<file path="src/rtl/assert_macros.svh">
// Assertion macros for the RTL file that carries checks.
// Depends on nothing; included by the top level.
`ifndef ASSERT_MACROS_SVH
`define ASSERT_MACROS_SVH

// Implication checked on every clock edge outside reset.
`define ASSERT_IMPL(label, clk, rst_n, ante, cons) \
	label: assert property (@(posedge clk) disable iff (!rst_n) (ante) |-> (cons)) \
		else $error("assertion failed");

// Condition that holds on every clock edge outside reset.
`define ASSERT_ALWAYS(label, clk, rst_n, cond) \
	label: assert property (@(posedge clk) disable iff (!rst_n) (cond)) \
		else $error("assertion failed");

`endif

</file>
<file path="src/rtl/lrukv_ram.sv">
// Generic single-port-write, one-read synchronous RAM with registered read.
// Depends on nothing; used for every store of the cache.
module lrukv_ram #(
	parameter int Width = 32,
	parameter int Depth = 128
) (
	input  logic                     clk,
	input  logic                     we,
	input  logic [$clog2(Depth)-1:0] waddr,
	input  logic [Width-1:0]         wdata,
	input  logic [$clog2(Depth)-1:0] raddr,
	output logic [Width-1:0]         rdata
);
	logic [Width-1:0] mem [Depth];

	// write port and registered read port
	always_ff @(posedge clk) begin
		if (we) begin
			mem[waddr] <= wdata;
		end
		rdata <= mem[raddr];
	end
endmodule

</file>
<file path="config.mk">
export PLATFORM = sky130hd
export DESIGN_NAME = lrukv_ram
export DESIGN_NICKNAME = d
export VERILOG_FILES = /design/src/rtl/assert_macros.svh /design/src/rtl/lrukv_ram.sv
export SDC_FILE = /design/constraint.sdc
export NUM_CORES = 2
export LEC_CHECK = 0
export ABC_AREA = 1
export BUFFER_PORTS_ARGS = -buffer_cell sky130_fd_sc_hd__buf_2
export CORE_ASPECT_RATIO = 0.7
export CORE_UTILIZATION = 25
export CTS_BUF_LIST = sky130_fd_sc_hd__clkbuf_16
export DETAILED_ROUTE_END_ITERATION = 10
export SLEW_MARGIN = 30
export SYNTH_ARGS = -nofsm -noshare
export SYNTH_HDL_FRONTEND = slang
export SYNTH_SLANG_ARGS = --single-unit
</file>
<file path="constraint.sdc">
create_clock -name clk -period 4.25 [get_ports clk]
set_input_delay 1.0625 -clock clk [delete_from_list [all_inputs] [get_ports clk]]
set_output_delay 1.0625 -clock clk [all_outputs]
set_load 0.02 [all_outputs]
</file>
* Word-level counts from Yosys, hierarchy flattened *
Memory sizes are Yosys's and may differ from the RTL's. A register that Yosys moved wholly into a read port is not among the register bits.
Cells that the tools add are included.

word-level totals
  input port bits = 48
  memory bits (writable) = 4096
  register bits = 0
  output and inout bits = 32
  memories kept = 1
  word-level logic and storage cells = 3

operators by class
  muxes and demuxes = 2

memories
  memory  words  bits a word  read ports  clocked after memory_dff  write ports  line             text
  mem     128    32           1           1                         1            lrukv_ram.sv:14  logic [Width-1:0] mem [Depth];

operators with widths
  kind     number
  $mux W1  2

* Longest topological paths before layout *
  depth in word-level cells = 2
  mapped depth = 13
  gate-level depth less buffers = 9

* Worst setup path before layout *
Ideal clock, no wire load.

  path type = in2reg
  from = input port we
  to = memory mem[105][0], enable pin
  library setup time = 421 ps
  buffers on the path = 2
  data required time = 3829 ps
  stages = 4
  setup slack = 790 ps
  arrival time = 3039 ps
  path through = clkbuf_1 -> nand2_1 -> clkbuf_1 -> nor2_1

on the way
  word-level cells in the longest chain between the ends = 2

RTL lines
  what                           line             text
  start: declaration             lrukv_ram.sv:8   input logic we,
  $mux W1                        lrukv_ram.sv:18  if (we) begin
  $mux W1 (not written as such)  lrukv_ram.sv:19  mem[waddr] <= wdata;
  end: declaration               lrukv_ram.sv:14

No other way between the ends.

* Worst setup path in the final report *
  from = register rdata[1] (read register of mem)
  to = output port rdata[1]

RTL lines
  what                line             text
  start: declaration  lrukv_ram.sv:12  output logic [Width-1:0] rdata

No word-level cell between the ends.

==> reports/metrics.yaml <==
floorplanning:
  die_area_mm2: 0.662
  die_w_um: 972
  dieHeight_um: 681
  io_pins: 80
  start_util: 0.252
  core.rowCount: 248
  core_area_mm2: 0.654
finish:
  area_growth_syn_to_layout_pct: 17.1
  final_cell_mix: "nand2_1 (4143), edfxtp_1 (4096), nand3_1 (4035), clkbuf_16 (399), buf_4 (375)"
  nets: 13600
  fillers: 65400
  final_common_cell: "nand2_1"
  fin_cells: 22700
  final_util: 0.295
  layout-drive-gt1-share: 0.0969
global_route:
  grt_max_degree: 129
  antenna_found_initial: 53
  gr-usage-all-layers: 0.156
  grt_pass1_vias: 101000
  overflow: 0
  grt_pass1_wl_um: 760000
power:
  clkPwrFrac: 0.412
  p_leak_nw: 65.4
  p_switching_mw: 20.5
  ir_worst_vdd_uv: 349
  switching_share: 0.237
  intPower_mw: 66.1
  pwr-share-seq: 0.521
  p_comb_frac: 0.068
  p_per_area_mw_per_mm2: 449
logic_synthesis:
  synth_compound_gate_area_share: 0
  netlist_area_mm2: 0.165
  syn_nets: 13400
  yosysSeqAreaShare: 0.751
  yosysWarnings: 0
  postSynthCellCount: 13400
  yosys.area_share.simple: 0.221
  synth_mux_area_frac: 0
  syn_avg_cell_area_um2: 12.3
  synth_top_family_by_area: "simple AND/OR/NAND/NOR gates"
  synthAdderAreaFrac: 0
  ys_ff_latch: 4128
  synthXorXnorAreaFrac: 0
  synth_cell_types: 15
worst_hold_path:
  hold_path.class: "in -> reg"
placement:
  dpl.hpwl_um: 307000
  dpl.cell_count: 21900
  dp_slack_ns: -0.0126
  numPortBuffers: 79
  gp_congestion: 0.893
clock_network:
  cts_setup_buffers: 0
  hold_buffers: 0
  htreeDepth: 5
  clk_latency_ns: 1.02
  cts.repair.resized: 0
  cts.clk_slew.worst_paths_ns: 0.06
  cts_buffer_depth: 4
  cts-root-buf: "clkbuf_16"
  cts_made_buffers: 399
  cts.sinks: 4128
  tritoncts: "done"
run_status:
  status: "finished, final reports clean"
worst_setup_path:
  critPathKind: "reg -> out"
  worst-path-buf-inv: 1
  cp_max_fo: 14
  start_kind: "flip-flop"
  cp.arrival_ns: 2.27
  slowest_delay_ns: 0.94
  crit_required_ns: 3.19
  critical-path-slowest-cell: "dfxtp_1"
  cp_cell_sequence: "buf_2"
  r2r_setup_slack_ns: 2.03
  setup.worst_path.end_class: "output pin"
  cp_top_family: "flip-flops"
flow_run:
  cap_violations: 0
sta:
  skew_ns: 0.0761
  period_share: 0.783
  maxSlewHeadroom: 0.289
  grt_setup_unrepaired: "false"
  fmax_ghz: 0.300
  layout_min_cycle_time_ns: 3.33
  layout_setup_ws_ns: 0.920
  worst_slew_pin_slew_ns: 1.07
  setup_viol_count_final: 0
  hold_violations: 0
  finalMaxSlewViolations: 0
route:
  wirelength_um: 538000
  firstDrtPassIters: 7
  routed-via-count: 110000
  viasPerCell: 4.85
  drt_iter0_markers: 15900
  ant_nets: 0
  detail_route.wl_per_cell_um: 23.7
  drc: 0
kinds of logic after synthesis:
family | after synthesis
buffers and inverters | 933
AND/OR/NAND/NOR | 8328
flip-flops | 4128
worst register-to-register path, stage by stage (launching register included):
cell      delay (ns)
edfxtp_1        0.32
nand2_1         0.05
nand3_1         0.09
nand3_1         0.13
nand3_1         0.19
nand3_1         0.53
nand3_1         0.28
nand3_1         0.41
nand2_1         0.19
final cells by class:
type / count / area [µm²] / share of cell area
antenna: 86 / 215 / 0.00112
clock buffer: 399 / 9980 / 0.0518
clock inverter: 333 / 3050 / 0.0158
inverter: 24 / 143 / 0.000740
multi-input combinational: 8328 / 37300 / 0.193
sequential: 4128 / 124000 / 0.641
tap: 8750 / 10900 / 0.0568
timing repair buffer: 646 / 7580 / 0.0393
cell usage after synthesis:
library cell     n  share of area
nand2_1       4151          0.095
edfxtp_1      4096           0.75
nand3_1       4035           0.12
buf_2          602          0.018
nor2_1         134         0.0031
clkbuf_1       109         0.0025
buf_1          100         0.0023
buf_4           86         0.0039
dfxtp_1         32         0.0039
inv_1           20        0.00046
buf_6           11        0.00075
nor3_1           8        0.00024
inv_2            2       0.000046
inv_4            2       0.000076
buf_8            1       0.000091
sequential cells by signal, indices dropped and copies added (netlist names):
register  cells
rdata        32
mem        4096
routing by layer:
layer | wire length (µm) | vias to the layer above | GRT usage | share of wire
met3 | 63500 | 867 | 0.0366 | 0.12
met2 | 224000 | 6249 | 0.222 | 0.42
met1 | 228000 | 54500 | 0.228 | 0.42
met4 | 22500 | 8 | 0.0622 | 0.042
li1 | - | 48400 | - | -
met5 | 46 | - | 0 | 0.000086
path summary, 6_finish.rpt:
check / endpoint / start / cells past startpoint
worst max-delay path: rdata[1] / rdata[1]$_DFF_P_ / 1
worst max register to register: rdata[21]$_DFF_P_ / mem[1][21]$_DFFE_PP_ / 8
worst min register to register: rdata[22]$_DFF_P_ / mem[88][22]$_DFFE_PP_ / 8
worst min-delay path: mem[120][14]$_DFFE_PP_ / wdata[14] / 1
power by group through the flow:
stage	registers, mW	logic (mW)	clock network (mW)
global placement	46.0	5.72	0
global route	45.1	6.21	37.5
detailed placement	46.0	5.74	0
floorplan	45.9	2.70	0
finish	45.1	5.86	35.7
CTS	45.1	5.76	36.0
per-stage QoR:
step / total power, mW / hold WS (ns) / setup TNS [ns] / area, µm²
finish: 86.6 / 0.422 / 0 / 193000
global route: 88.8 / 0.391 / 0 / 193000
CTS: 86.9 / 0.343 / 0 / 193000
detailed placement: 51.7 / 0.846 / -0.0126 / 180000
global placement: 51.7 / 0.831 / 0 / 180000
floorplan: 48.6 / 0.754 / 0 / 165000
Note: power is estimated with default switching activity, not from simulation.
